`config.mk`:
```
export PLATFORM = sky130hd
export DESIGN_NAME = japanese_charset_converter_top
export DESIGN_NICKNAME = d
export VERILOG_FILES = /design/src/rtl/jcc_pkg.sv /design/src/rtl/jcc_front.sv /design/src/rtl/jcc_queue.sv /design/src/rtl/jcc_back.sv /design/src/rtl/japanese_charset_converter_top.sv
export SDC_FILE = /design/constraint.sdc
export NUM_CORES = 1
export LEC_CHECK = 0
export BUFFER_PORTS_ARGS = -buffer_cell sky130_fd_sc_hd__buf_2
export CORE_ASPECT_RATIO = 1.4
export CORE_MARGIN = 10
export CORE_UTILIZATION = 40
export CTS_CLUSTER_SIZE = 40
export DETAILED_ROUTE_END_ITERATION = 12
export GPL_TIMING_DRIVEN = 0
export PLACE_DENSITY = 0.66
export RECOVER_POWER = 25
export SYNTH_ARGS = -nofsm -noshare
export SYNTH_HDL_FRONTEND = slang
export SYNTH_SLANG_ARGS = --single-unit
```
`constraint.sdc`:
```
create_clock -name clk -period 25.8 [get_ports clk]
set_clock_uncertainty 0.15 [all_clocks]
set_input_delay 5.16 -clock clk [delete_from_list [all_inputs] [get_ports clk]]
set_output_delay 5.16 -clock clk [all_outputs]
set_load 0.01 [all_outputs]
```
`src/rtl/jcc_pkg.sv`:
```
package jcc_pkg;

  // Most output bytes that one bundle can hold for an input word, and derived widths.
  localparam int MAX_OUT = 8;
  localparam int POS_W   = $clog2(MAX_OUT);
  localparam int CNT_W   = $clog2(MAX_OUT + 1);

  // Bundles held between the front and the back.
  localparam int Q_DEPTH = 2;
  localparam int Q_AW    = $clog2(Q_DEPTH);
  localparam int QCNT_W  = $clog2(Q_DEPTH + 1);

  // The conversion rules never emit more than this many bytes for one word.
  localparam int WORST_BURST = 5;

  // Byte codes that the conversions test for or emit.
  localparam logic [7:0] ESC       = 8'h1b;
  localparam logic [7:0] SS2       = 8'h8e;
  localparam logic [7:0] HI_BIT    = 8'h80;
  localparam logic [7:0] LOW7_MASK = 8'h7f;
  localparam logic [7:0] CH_DOLLAR = 8'h24;
  localparam logic [7:0] CH_LPAREN = 8'h28;
  localparam logic [7:0] CH_AT     = 8'h40;
  localparam logic [7:0] CH_B      = 8'h42;
  localparam logic [7:0] CH_I      = 8'h49;
  localparam logic [7:0] CH_J      = 8'h4a;

  typedef enum logic [1:0] {
    MODE_EUC_SJIS = 2'd0,
    MODE_SJIS_EUC = 2'd1,
    MODE_EUC_JIS  = 2'd2,
    MODE_JIS_EUC  = 2'd3
  } mode_t;

  typedef enum logic [2:0] {
    CS_NONE  = 3'd0,
    CS_ASCII = 3'd1,
    CS_ROMAN = 3'd2,
    CS_KANJI = 3'd3,
    CS_KANA  = 3'd4
  } charset_t;

  typedef enum logic [1:0] {
    CL_NONE  = 2'd0,
    CL_ASCII = 2'd1,
    CL_KANJI = 2'd2,
    CL_KANA  = 2'd3
  } class_t;

  // All output bytes caused by one input word and their count; the back marks the last one.
  typedef struct packed {
    logic [MAX_OUT-1:0][7:0] bytes;
    logic [CNT_W-1:0]        cnt;
  } bundle_t;

  // Front status, watched at the top level.
  typedef struct packed {
    logic [1:0] held_cnt;
    charset_t   charset;
  } front_stat_t;

  function automatic bundle_t bundle_put(bundle_t bd, logic [7:0] b);
    bundle_t r;
    r = bd;
    if (bd.cnt < CNT_W'(MAX_OUT)) begin
      r.bytes[bd.cnt[POS_W-1:0]] = b;
      r.cnt = bd.cnt + CNT_W'(1);
    end
    return r;
  endfunction

endpackage

```
`src/rtl/jcc_front.sv`:
```
module jcc_front
  import jcc_pkg::*;
(
  input  logic        clk,
  input  logic        rst_n,
  input  logic        cfg_we,
  input  logic [1:0]  cfg_mode,
  input  logic        accept,
  input  logic [7:0]  in_byte,
  input  logic        in_last,
  output logic        push_valid,
  output bundle_t     push_data,
  output front_stat_t stat
);

  mode_t      mode_r;
  logic [7:0] h0_r, h1_r, h2_r;
  logic [7:0] h0_nxt, h1_nxt, h2_nxt;
  logic [1:0] cnt_r, cnt_nxt;
  charset_t   cs_r, cs_nxt;
  class_t     ecls_r, ecls_nxt;
  logic       ae_r, ae_nxt;
  bundle_t    bd;

  logic       do_char, char_after, do_fresh, ok;
  charset_t   char_cs, cs_esc;
  logic [7:0] hi, lo, sl, sh;

  // Escape sequence announcing a change of character class.
  function automatic bundle_t put_class(bundle_t bdi, class_t cls, class_t cur);
    bundle_t r;
    r = bdi;
    if (cls != cur) begin
      r = bundle_put(r, ESC);
      case (cls)
        CL_KANA: begin
          r = bundle_put(r, CH_LPAREN);
          r = bundle_put(r, CH_I);
        end
        CL_KANJI: begin
          r = bundle_put(r, CH_DOLLAR);
          r = bundle_put(r, CH_B);
        end
        default: begin
          r = bundle_put(r, CH_LPAREN);
          r = bundle_put(r, CH_B);
        end
      endcase
    end
    return r;
  endfunction

  function automatic charset_t parse_escape(logic [7:0] s, logic [7:0] t);
    charset_t r;
    r = CS_NONE;
    if (s == CH_DOLLAR && (t == CH_B || t == CH_AT)) r = CS_KANJI;
    else if (s == CH_LPAREN && t == CH_J) r = CS_ROMAN;
    else if (s == CH_LPAREN && t == CH_I) r = CS_KANA;
    else if (s == CH_LPAREN && t == CH_B) r = CS_ASCII;
    return r;
  endfunction

  always_comb begin
    bd         = '0;
    h0_nxt     = h0_r;
    h1_nxt     = h1_r;
    h2_nxt     = h2_r;
    cnt_nxt    = cnt_r;
    cs_nxt     = cs_r;
    ecls_nxt   = ecls_r;
    ae_nxt     = ae_r;
    do_char    = 1'b0;
    char_after = 1'b0;
    char_cs    = cs_r;
    cs_esc     = CS_NONE;
    do_fresh   = 1'b0;
    ok         = 1'b0;
    hi         = h0_r & LOW7_MASK;
    lo         = in_byte & LOW7_MASK;
    sl         = '0;
    sh         = '0;

    if (mode_r == MODE_JIS_EUC) begin
      case (cnt_r)
        2'd0: begin
          if (in_byte == ESC) begin
            h0_nxt  = in_byte;
            cnt_nxt = 2'd1;
            ae_nxt  = 1'b0;
          end else begin
            do_char = 1'b1;
          end
        end
        2'd1: begin
          if (h0_r == ESC && !ae_r) begin
            h1_nxt  = in_byte;
            cnt_nxt = 2'd2;
          end else begin
            bd      = bundle_put(bd, h0_r | HI_BIT);
            bd      = bundle_put(bd, in_byte | HI_BIT);
            cnt_nxt = 2'd0;
            ae_nxt  = 1'b0;
          end
        end
        2'd2: begin
          h2_nxt  = in_byte;
          cnt_nxt = 2'd3;
        end
        default: begin
          // Complete escape: designate, then take this byte as the first character.
          cs_esc     = parse_escape(h1_r, h2_r);
          cs_nxt     = cs_esc;
          char_cs    = cs_esc;
          if (cs_esc == CS_KANJI && (in_byte inside {[8'ha0:8'hdf]})) char_cs = CS_KANA;
          cnt_nxt    = 2'd0;
          do_char    = 1'b1;
          char_after = 1'b1;
        end
      endcase
      if (do_char) begin
        if (char_cs == CS_KANA) begin
          bd = bundle_put(bd, SS2);
          bd = bundle_put(bd, in_byte | HI_BIT);
        end else if (char_cs == CS_KANJI) begin
          h0_nxt  = in_byte;
          cnt_nxt = 2'd1;
          ae_nxt  = char_after;
        end else begin
          bd = bundle_put(bd, in_byte);
        end
      end
    end else begin
      if (cnt_r != 2'd0) begin
        cnt_nxt = 2'd0;
        case (mode_r)
          MODE_EUC_SJIS: begin
            if ((h0_r inside {[8'ha1:8'hfe]}) && (in_byte inside {[8'ha1:8'hfe]})) begin
              sl = lo + (hi[0] ? 8'h1f : 8'h7d);
              if (sl >= 8'h7f) sl = sl + 8'd1;
              sh = ((hi - 8'h21) >> 1) + 8'h81;
              if (sh > 8'h9f) sh = sh + 8'h40;
              bd = bundle_put(bd, sh);
              bd = bundle_put(bd, sl);
              ok = 1'b1;
            end else if (h0_r == SS2 && (in_byte inside {[8'ha0:8'hdf]})) begin
              bd = bundle_put(bd, in_byte);
              ok = 1'b1;
            end
          end
          MODE_SJIS_EUC: begin
            if ((in_byte inside {[8'h40:8'hfc]}) && in_byte != 8'h7f) begin
              sh = h0_r - ((h0_r <= 8'h9f) ? 8'h71 : 8'hb1);
              sh = {sh[6:0], 1'b1};
              sl = in_byte;
              if (sl >= 8'h9f) begin
                sl = sl - 8'h7e;
                sh = sh + 8'd1;
              end else if (sl > 8'h7f) begin
                sl = sl - 8'h20;
              end else begin
                sl = sl - 8'h1f;
              end
              bd = bundle_put(bd, sh | HI_BIT);
              bd = bundle_put(bd, sl | HI_BIT);
              ok = 1'b1;
            end
          end
          default: begin
            if ((h0_r inside {[8'ha1:8'hfe]}) && (in_byte inside {[8'ha1:8'hfe]})) begin
              bd       = put_class(bd, CL_KANJI, ecls_nxt);
              ecls_nxt = CL_KANJI;
              bd       = bundle_put(bd, hi);
              bd       = bundle_put(bd, lo);
              ok       = 1'b1;
            end else if (h0_r == SS2 && (in_byte inside {[8'ha0:8'hdf]})) begin
              bd       = put_class(bd, CL_KANA, ecls_nxt);
              ecls_nxt = CL_KANA;
              bd       = bundle_put(bd, lo);
              ok       = 1'b1;
            end
          end
        endcase
        if (!ok) begin
          // The held byte did not pair: it goes out alone, the new byte starts afresh.
          if (mode_r == MODE_EUC_JIS) begin
            bd       = put_class(bd, CL_ASCII, ecls_nxt);
            ecls_nxt = CL_ASCII;
          end
          bd       = bundle_put(bd, h0_r);
          do_fresh = 1'b1;
        end
      end else begin
        do_fresh = 1'b1;
      end

      if (do_fresh) begin
        case (mode_r)
          MODE_SJIS_EUC: begin
            if (in_byte inside {[8'ha0:8'hdf]}) begin
              bd = bundle_put(bd, SS2);
              bd = bundle_put(bd, in_byte);
            end else if (in_byte inside {[8'h81:8'h9f], [8'he0:8'hfc]}) begin
              h0_nxt  = in_byte;
              cnt_nxt = 2'd1;
            end else begin
              bd = bundle_put(bd, in_byte);
            end
          end
          default: begin
            if ((in_byte inside {[8'ha1:8'hfe]}) || in_byte == SS2) begin
              h0_nxt  = in_byte;
              cnt_nxt = 2'd1;
            end else begin
              if (mode_r == MODE_EUC_JIS) begin
                bd       = put_class(bd, CL_ASCII, ecls_nxt);
                ecls_nxt = CL_ASCII;
              end
              bd = bundle_put(bd, in_byte);
            end
          end
        endcase
      end
    end

    if (in_last) begin
      // End of text: flush a held lead byte, drop a partial escape.
      if (cnt_nxt != 2'd0) begin
        if (mode_r == MODE_JIS_EUC) begin
          if (cnt_nxt == 2'd1 && (h0_nxt != ESC || ae_nxt)) begin
            bd = bundle_put(bd, h0_nxt | HI_BIT);
            bd = bundle_put(bd, HI_BIT);
          end
        end else begin
          if (mode_r == MODE_EUC_JIS) begin
            bd       = put_class(bd, CL_ASCII, ecls_nxt);
            ecls_nxt = CL_ASCII;
          end
          bd = bundle_put(bd, h0_nxt);
        end
      end
      cnt_nxt  = 2'd0;
      cs_nxt   = CS_NONE;
      ecls_nxt = CL_NONE;
      ae_nxt   = 1'b0;
    end
  end

  always_ff @(posedge clk) begin
    if (!rst_n) begin
      mode_r <= MODE_EUC_SJIS;
      cnt_r  <= 2'd0;
      cs_r   <= CS_NONE;
      ecls_r <= CL_NONE;
      ae_r   <= 1'b0;
    end else if (cfg_we) begin
      mode_r <= mode_t'(cfg_mode);
      cnt_r  <= 2'd0;
      cs_r   <= CS_NONE;
      ecls_r <= CL_NONE;
      ae_r   <= 1'b0;
    end else if (accept) begin
      cnt_r  <= cnt_nxt;
      cs_r   <= cs_nxt;
      ecls_r <= ecls_nxt;
      ae_r   <= ae_nxt;
    end
  end

  always_ff @(posedge clk) begin
    if (accept) begin
      h0_r <= h0_nxt;
      h1_r <= h1_nxt;
      h2_r <= h2_nxt;
    end
  end

  assign push_valid    = accept && (bd.cnt != '0);
  assign push_data     = bd;
  assign stat.held_cnt = cnt_r;
  assign stat.charset  = cs_r;

endmodule

```
`src/rtl/jcc_queue.sv`:
```
module jcc_queue
  import jcc_pkg::*;
(
  input  logic    clk,
  input  logic    rst_n,
  input  logic    push,
  input  bundle_t wdata,
  output logic    full,
  input  logic    pop,
  output logic    not_empty,
  output bundle_t rdata
);

  bundle_t           mem_r [Q_DEPTH];
  logic [Q_AW-1:0]   wr_ptr_r, rd_ptr_r;
  logic [QCNT_W-1:0] count_r;

  function automatic logic [Q_AW-1:0] ptr_inc(logic [Q_AW-1:0] p);
    return (p == Q_AW'(Q_DEPTH - 1)) ? '0 : p + Q_AW'(1);
  endfunction

  always_ff @(posedge clk) begin
    if (!rst_n) begin
      wr_ptr_r <= '0;
      rd_ptr_r <= '0;
      count_r  <= '0;
    end else begin
      if (push) wr_ptr_r <= ptr_inc(wr_ptr_r);
      if (pop) rd_ptr_r <= ptr_inc(rd_ptr_r);
      if (push && !pop) count_r <= count_r + QCNT_W'(1);
      else if (pop && !push) count_r <= count_r - QCNT_W'(1);
    end
  end

  always_ff @(posedge clk) begin
    if (push) mem_r[wr_ptr_r] <= wdata;
  end

  assign full      = (count_r == QCNT_W'(Q_DEPTH));
  assign not_empty = (count_r != '0);
  assign rdata     = mem_r[rd_ptr_r];

endmodule

```
`src/rtl/jcc_back.sv`:
```
module jcc_back
  import jcc_pkg::*;
(
  input  logic       clk,
  input  logic       rst_n,
  input  logic       q_valid,
  input  bundle_t    q_data,
  output logic       q_pop,
  output logic       out_valid,
  input  logic       out_ready,
  output logic [7:0] out_byte,
  output logic       out_last
);

  bundle_t          cur_r;
  logic [POS_W-1:0] pos_r;
  logic             busy_r;
  logic             final_byte, done, load;

  assign final_byte = (CNT_W'(pos_r) + CNT_W'(1) == cur_r.cnt);
  assign done       = busy_r && out_ready && final_byte;
  assign load       = q_valid && (!busy_r || done);

  always_ff @(posedge clk) begin
    if (!rst_n) begin
      busy_r <= 1'b0;
      pos_r  <= '0;
    end else if (load) begin
      busy_r <= 1'b1;
      pos_r  <= '0;
    end else if (done) begin
      busy_r <= 1'b0;
    end else if (busy_r && out_ready) begin
      pos_r <= pos_r + POS_W'(1);
    end
  end

  always_ff @(posedge clk) begin
    if (load) cur_r <= q_data;
  end

  assign q_pop     = load;
  assign out_valid = busy_r;
  assign out_byte  = cur_r.bytes[pos_r];
  assign out_last  = final_byte;

endmodule

```
`src/rtl/japanese_charset_converter_top.sv`:
```
// Japanese text converter. Each input word is one byte of source text; conv_mode selects
// EUC-JP to Shift_JIS, Shift_JIS to EUC-JP, EUC-JP to ISO-2022-JP or ISO-2022-JP to
// EUC-JP. A possible lead byte (or an escape prefix) is held until the next word shows
// what it is, and in_last flushes held bytes and returns the charset state to undetermined.
// The front accepts one input word every cycle while its two-entry bundle queue has room;
// each word turns into zero to five output words, which the back sends one per cycle while
// out_ready is high, so throughput is one input word per cycle when each word yields at
// most one output word and otherwise is set by the number of output words. Each bundle is
// queued, then registered in the back. out_last marks the last output word of an input word.
// Write conv_mode only when the block is idle; a write drops held bytes and resets the
// charset state. There is no clearing pass after reset.
module japanese_charset_converter_top
  import jcc_pkg::*;
(
  input  logic       clk,
  input  logic       rst_n,
  input  logic       in_valid,
  output logic       in_ready,
  input  logic [7:0] in_byte,
  input  logic       in_last,
  output logic       out_valid,
  input  logic       out_ready,
  output logic [7:0] out_byte,
  output logic       out_last,
  input  logic       cfg_valid,
  output logic       cfg_ready,
  input  logic [1:0] cfg_conv_mode
);

  logic        accept;
  logic        q_full, q_not_empty, q_pop, q_push;
  bundle_t     q_wdata, q_rdata;
  front_stat_t fr_stat;

  // The mode register is always writable.
  assign cfg_ready = 1'b1;

  // The front takes a word whenever the queue can hold one more bundle.
  assign in_ready = !q_full;
  assign accept   = in_valid && in_ready;

  jcc_front u_front (
    .clk        (clk),
    .rst_n      (rst_n),
    .cfg_we     (cfg_valid),
    .cfg_mode   (cfg_conv_mode),
    .accept     (accept),
    .in_byte    (in_byte),
    .in_last    (in_last),
    .push_valid (q_push),
    .push_data  (q_wdata),
    .stat       (fr_stat)
  );

  jcc_queue u_queue (
    .clk       (clk),
    .rst_n     (rst_n),
    .push      (q_push),
    .wdata     (q_wdata),
    .full      (q_full),
    .pop       (q_pop),
    .not_empty (q_not_empty),
    .rdata     (q_rdata)
  );

  jcc_back u_back (
    .clk       (clk),
    .rst_n     (rst_n),
    .q_valid   (q_not_empty),
    .q_data    (q_rdata),
    .q_pop     (q_pop),
    .out_valid (out_valid),
    .out_ready (out_ready),
    .out_byte  (out_byte),
    .out_last  (out_last)
  );

`ifndef SYNTHESIS
  // No input word ever expands beyond the worst case of the conversion rules.
  a_burst_bound: assert property (@(posedge clk) disable iff (!rst_n)
    q_push |-> (q_wdata.cnt <= CNT_W'(WORST_BURST)))
    else $error("bundle longer than the worst-case expansion");

  // End of text leaves nothing held and the charset undetermined.
  a_last_clears: assert property (@(posedge clk) disable iff (!rst_n)
    (accept && in_last) |=> (fr_stat.held_cnt == 2'd0 && fr_stat.charset == CS_NONE))
    else $error("state not cleared after end of text");

  // Once the final word of a bundle leaves with nothing queued, the output goes idle.
  a_back_idle: assert property (@(posedge clk) disable iff (!rst_n)
    (out_valid && out_ready && out_last && !q_not_empty) |=> !out_valid)
    else $error("output valid without a queued bundle");
`endif

endmodule

```
-- Word level (Yosys, flattened, before mapping)
Memory sizes are Yosys's and may differ from the RTL's. A register that Yosys moved wholly into a read port is not among the register bits.
Cells that the tools add are included.
- memory bits (writable): 136
- output and inout port bits: 12
- register bits after elaboration: 42
- memory bits (read-only): 0
- latch bits: 0
- memories kept: 1
- memory list (memory ; depth ; bits a word ; read ports ; clocked after memory_dff ; write ports ; RTL line ; source):
    u_queue.mem_r ; 2 ; 68 ; 1 ; 1 ; 1 ; jcc_queue.sv:14 ; bundle_t mem_r [Q_DEPTH];
- add/sub/neg operators: 42
- $lt $le $gt $ge: 94
- bitwise operators: 50
- shift-type cells: 0
- $mul: 0
- muxes and demuxes: 327
- reductions and logical operators: 77
- divide/modulo/power cells: 0
- equal/unequal tests: 29
- operators with widths (cell ; number):
    $mux W68 ; 140
    $bwmux W64 ; 14
    $demux W8 S3 ; 26
    $not A48 Y48 ; 9
    $mux W8 ; 44
    $and A48 B48 Y48 ; 7
    $mux W12 ; 23
    $and A32 B32 Y32 ; 5
    $not A32 Y32 ; 5
    $or A32 B32 Y32 ; 5
    $pmux W68 S2 ; 1
    $or A16 B16 Y16 ; 7
    $lt A3 B4 Y1 const B ; 27
    $add A4 B1 Y4 const B ; 26
    $lt A4 B4 Y1 const B ; 26
    $and A6 B48 Y48 ; 2
    $ge A3 B1 Y1 const B ; 26
    $mux W2 ; 30
    $and A56 B56 Y56 ; 1
    $mux W7 ; 8
    $not A56 Y56 ; 1
    $logic_and A1 B1 Y1 ; 49
    $ge A8 B8 Y1 const B ; 6
    $and A40 B40 Y40 ; 1
    53 further kinds ; 130

-- Longest topological paths before layout
- word-level depth: 196
- depth in mapped cells: 62

-- Modules after synthesis
Synthesis repeated with hierarchy kept, for this count alone.
- cells, all modules: 2272
- area, all modules: 20098.0 µm²
- by module, submodules not included (module ; area each (µm²) ; cells each ; instances):
    jcc_front ; 12044.1 ; 1903 ; 1
    jcc_queue ; 5216.3 ; 234 ; 1
    jcc_back ; 2816.5 ; 131 ; 1
    japanese_charset_converter_top ; 21.3 ; 4 ; 1

-- Worst setup path after synthesis
Ideal clock, no wire load.
- kind: input to register
- from: input port in_byte[1]
- to: memory u_queue.mem_r[0][0] in the netlist's numbering, enable pin
- setup slack: 3.594 ns
- stages on the path: 57
- setup time: 0.596 ns
- arrival time: 21.460 ns
- data required time: 25.054 ns
- cell sequence: clkbuf_1 -> inv_1 -> clkbuf_1 -> ha_1 -> nor2b_1 -> a2111oi_2 -> o22a_1 -> buf_2 -> o21ai_1 -> nor2_1 -> ha_1 -> clkbuf_1 -> inv_1 -> nand2_1 -> inv_1 -> ha_1 -> nor2_1 -> a221o_1 -> [... 21 more ...] -> inv_1 -> ha_1 -> o21ai_0 -> o31ai_1 -> inv_1 -> o211ai_1 -> o21ai_0 -> inv_1 -> ha_1 -> a211oi_1 -> a31o_2 -> clkinv_1 -> ha_1 -> nand3_1 -> or3_1 -> mux2_2 -> and3_1 -> a211oi_1
- longest elaborated chain between the ends: 94
- elaborated cells on any way between the ends: 219
- those cells by class: 14 x add/sub; 23 x order compare; 10 x eq/ne; 156 x mux; 16 x reduce/logical
- ends and longest elaborated chain (item ; RTL line ; source):
    from (decl) ; japanese_charset_converter_top.sv:19 ; input logic [7:0] in_byte,
    $ge A8 B8 Y1 / $le A8 B8 Y1 (equally long branches) ; -- ;
    $logic_and A1 B1 Y1 ; -- ;
    $logic_and A1 B1 Y1 ; jcc_front.sv:145, jcc_front.sv:175 ;
    $mux W68 / $mux W12 (equally long branches) ; jcc_front.sv:175, jcc_front.sv:145 ;
    $mux W68 (on tied branches) ; jcc_front.sv:169, jcc_front.sv:137 ;
    $pmux W68 S2 ; jcc_front.sv:135 ; case (mode_r)
    $mux W68 ; jcc_front.sv:133 ; if (cnt_r != 2'd0) begin
    $mux W68 ; jcc_front.sv:83 ; if (mode_r == MODE_JIS_EUC) begin
    [... 78 more ...] ; -- ;
    $mux W68 ; jcc_pkg.sv:65 ; if (bd.cnt < CNT_W'(MAX_OUT)) begin
    $mux W68 ; jcc_front.sv:228 ; if (mode_r == MODE_JIS_EUC) begin
    $mux W68 ; jcc_front.sv:227 ; if (cnt_nxt != 2'd0) begin
    $mux W68 * ; jcc_front.sv:225 ; if (in_last) begin
    $reduce_bool A4 Y1 * ; jcc_front.sv:277 ; assign push_valid = accept && (bd.cnt != '0);
    $logic_and A1 B1 Y1 * ; jcc_front.sv:277 ;
    $mux W1 * ; jcc_queue.sv:36 ; if (push) mem_r[wr_ptr_r] <= wdata;
    $mux W1 (not written as such) * ; jcc_queue.sv:36 ;
    to (decl) ; jcc_queue.sv:14 ;
Every way passes the cells marked *; elsewhere a longest branch is shown, timed or not. The select of a mux whose other input is x is not followed.

-- Worst setup path in the final report
- from: input port in_byte[1]
- to: memory u_queue.mem_r[1][36] in the netlist's numbering, enable pin
Same word-level chain as after synthesis.

==> results list <==
* Static leakage: 7.12 nW
- In the final routing, the length of wire on met1 measures 37,100 um.
* Later-pin clock latency in the skew report: 0.53 ns
* Failing checks: max-capacitance violations, max-slew violations
* Synthesized netlist cell count: 2,234
- Vias in the first global route: 19,400
- Met2 routed WL: 51,200 um
- Half-perimeter wire length after placement: 84,500 um
- From left edge to right edge, the die measures 206 um.
- Along the worst hold path, the cell count comes to 2.
- STA classifies the critical path startpoint as an input port.
- Worst vdd rail ir drop: 0.0585 mV
- OpenSTA, run right after detailed placement, puts the worst setup slack at 1.93 ns.
* Die ar.: 0.0576 mm^2
- Hold repair after CTS inserted 0 buffers.
- In the final layout, the multi-input gates occupy 0.0113 mm^2.
* Main synth FF type: sky130_fd_sc_hd__edfxtp_1
* Post-placement cell count: 2,899
- Summing all flip-flop and latch instances after layout gives 0.00721 mm^2.
- Cell types with the largest area share after synthesis: sky130_fd_sc_hd__edfxtp_1, sky130_fd_sc_hd__a21oi_1, sky130_fd_sc_hd__nand2_1
- Smallest setup slack after layout: 1.36 ns
* Area fraction in and, or, nand and nor cells after synthesis: 18.5%
- The post-route netlist has 9.27% of its cells at a drive strength greater than 1.
* Critical Path Slowest Stage Cell: sky130_fd_sc_hd__o31ai_2
* Number of setup buffers added after CTS: 0
- Total number of clock tree sinks: 246
- Data required time of the critical path: 25.88 ns
- For the final routed database, the setup TNS stands at 0 ns.
- The clock passes through at most 3 buffers.
* XOR/XNOR Fraction of Synth Area: 1.72%
- In this run the number of H-tree levels came out at 1.
- # nets final: 2,345
- For flop-to-flop paths, the worst setup slack is 6.54 ns.
- The initial antenna violation count is 1.
- In this run the critical register-to-register path is captured at u_queue.mem_r[1][36].
- Destination of the critical timing path: u_queue.mem_r[1][36]
* DRC Markers: 0
- Drt first-iter violations: 2,640
- Reported max-cap violation count: 4
- Run status: finished, violations left
* Post-route fraction of the period consumed by the critical path: 94.7%
- The first global-routing pass estimated 148,000 um of wire.
- Die outline height: 280 um
- The finished layout holds 2,938 standard cells, fillers aside.
- Final weighted congestion in routability-driven placement: 1.10
- Port Buffer Count: 25
- Power density over cell area: 73.2 mW/mm^2
* Maximum operating frequency: 0.0409 GHz
- In the final routed layout, each cell accounts on average for 36.4 um.
* Mapped Avg Cell Area: 8.64 um^2
* WL met3: 8270 um
* Data arrival, critical path: 24.51 ns
- Async set-reset flop share out of synthesis: 0%
- TritonCTS built the clock tree.
- Adder-cell share of the synthesized area: 2.37%
- Diode count: 0
- Setup CP Type: in2reg
- Entering global routing, the biggest net connects 35 pins.
- When the netlist entered floorplanning its net count stood at 2,286.
- Detailed routing inserted a total of 20,400 vias.
- The synthesized design contains 228 enable-type register cells.
- Synth top cells by count: sky130_fd_sc_hd__nand2_1, sky130_fd_sc_hd__edfxtp_1, sky130_fd_sc_hd__nor2_1
- Setup repair after global routing left no endpoint under its margin.
- Path class of the lowest-slack min-delay path: reg2reg
- Least-Margin Pin Slew: 1.57 ns
- After synthesis, the largest family of logic cells by area is compound AO/OA/AOI/OAI gates.
* Tot GR Track Use: 36.2%
- In this run the cell area of the synthesized design comes to 0.0193 mm^2.
- Count leader, synth: sky130_fd_sc_hd__nand2_1
- In this run the top signal layer used is met5.
- Startpoint of the worst setup timing path: in_byte[1]
* Filler instances: 4,759
- For the worst flop-to-flop path, the logic depth is 57.
* Library cells used by synthesis: 101
* Cts bufs inserted: 21
- Row count: 95
- In this run the biggest area consumer among cell types represents 35.5% of the synthesized area.
* Final antenna-violating net count: 0
- Share of synthesized area spent on multiplexers: 8.21%
- Area of the core: 0.0479 mm^2
- In this design, the stage delay of the slowest critical-path cell is 0.90 ns.
* Dominant cell type by area after synthesis: sky130_fd_sc_hd__edfxtp_1
- After detailed routing, the number of vias per cell comes to 6.96.
- During I/O placement, the number of pins put on the boundary was 28.
* Capturing element type of the critical path: flop
- Counting flops and latches in the post-synthesis netlist gives 246.
- Clock tree synthesis selected as its root buffer the cell sky130_fd_sc_hd__clkbuf_16.
- Pins Over Slew Limit: 41
- Final-report setup violation count: 0
* Worst rel slew slack: -4.71%
* Effective utilization at floorplan: 40.3%
- Syn. warnings: 0
- Number of search-and-repair iterations in the first detailed-routing pass: 7
- From synthesis to final layout, the design area changed by 9.28%.
- Final critical path time including I/O delays and setup: 24.44 ns
* Detailed Route WL: 107,000 um
- Clock-pin slew reported for the worst setup and hold paths after clock tree synthesis: 0.06 ns
* Worst reg2reg path startpoint: u_front.h0_r[0]
- Once the clock tree was built, the resizer swapped 0 gates to a different size.
- Part of the Yosys area used for sequential elements: 37.3%
- GR Overflow Total: 0
- The synthesized netlist devotes 27.4% of its cell area to compound gates.
* Maximum fanout along the worst path: 17
* Number of endpoints with negative hold slack in the final report: 0
per-stage QoR:
stage | util [%] | hold slack [ns] | cell area [um^2] | power (mW)
2_1_floorplan | - | 0.308 | 19300 | 0.975
3_3_place_gp | 42.2 | 0.337 | 20200 | 1.21
3_5_place_dp | 42.7 | 0.343 | 20500 | 1.22
4_1_cts | 44.1 | 0.358 | 21100 | 1.53
5_1_grt | 44.0 | 0.397 | 21100 | 1.59
6_report | 44.0 | 0.362 | 21100 | 1.54
cell usage in the layout (no fill, tap or decap), types with 20 or more instances in the layout:
cell type / instances
sky130_fd_sc_hd__a211oi_1: 25
sky130_fd_sc_hd__a21oi_1: 206
sky130_fd_sc_hd__a22oi_1: 30
sky130_fd_sc_hd__a31oi_1: 39
sky130_fd_sc_hd__buf_2: 27
sky130_fd_sc_hd__clkbuf_1: 155
sky130_fd_sc_hd__clkbuf_16: 21
sky130_fd_sc_hd__edfxtp_1: 228
sky130_fd_sc_hd__ha_1: 35
sky130_fd_sc_hd__inv_1: 58
sky130_fd_sc_hd__mux2_2: 75
sky130_fd_sc_hd__mux2i_1: 30
sky130_fd_sc_hd__nand2_1: 252
sky130_fd_sc_hd__nand3_1: 94
sky130_fd_sc_hd__nor2_1: 220
sky130_fd_sc_hd__nor3_1: 51
sky130_fd_sc_hd__o211ai_1: 33
sky130_fd_sc_hd__o21ai_0: 171
sky130_fd_sc_hd__o22ai_1: 43
sky130_fd_sc_hd__o31ai_1: 20
sky130_fd_sc_hd__xnor2_1: 29
registers in the layout (all words and copies together) (netlist names):
name,flops
u_back.cur_r,68
u_back.out_valid,1
u_back.pos_r,3
u_front.ae_r,1
u_front.cnt_r,2
u_front.cs_r,3
u_front.ecls_r,2
u_front.h0_r,8
u_front.h1_r,8
u_front.h2_r,8
u_front.mode_r,2
u_queue.count_r,2
u_queue.mem_r,136
u_queue.rd_ptr_r,1
u_queue.wr_ptr_r,1
logic make-up (layout without fill, tap and decap cells):
kind of cell,after synthesis,in the layout
adders and majority gates,36,36
AOI/OAI and AO/OA,796,796
buffers and inverters,220,294
muxes,128,128
and+or+nand+nor,769,769
DFF,246,246
xor gates and xnor gates,38,38
other,1,1
worst min-delay path by stage:
stage | from | endpoint
6_report | u_front.cs_r[2] | u_front.cs_r[2]
5_1_grt | u_front.cs_r[2] | u_front.cs_r[2]
4_1_cts | u_front.cs_r[2] | u_front.cs_r[2]
3_5_place_dp | u_front.cs_r[2] | u_front.cs_r[2]
3_3_place_gp | u_front.cs_r[2] | u_front.cs_r[2]
2_1_floorplan | u_front.cs_r[2] | u_front.cs_r[2]
area by class of cell:
type | count | area share [%]
Multi-Input combinational cell | 1768 | 53.6
Sequential cell | 246 | 34.2
Tap cell | 630 | 3.74
Buffer | 156 | 2.91
Clock buffer | 30 | 2.65
Timing Repair Buffer | 36 | 1.37
Inverter | 64 | 1.14
Clock inverter | 8 | 0.445
report_power, final:
group          switching [mW]  internal, mW  leakage (nW)
Clock                   0.139         0.172         0.313
Sequential             0.0353         0.575          2.31
Combinational           0.427         0.196          4.50
critical path: cells and delay by family:
family          cells  cell delay (ns)
buf+inv            22             5.57
fa+ha+maj          10             3.71
simple gates        8             1.84
mux                 2             0.81
compound gates     19             7.30
routing by layer:
metal,GRT usage [%],vias to the layer above
met1,39.4,9980
met3,5.84,445
li1,-,8662
met2,61.1,1357
met4,29.2,2
met5,0,-
No activity file was read; power rests on OpenSTA's default activity.
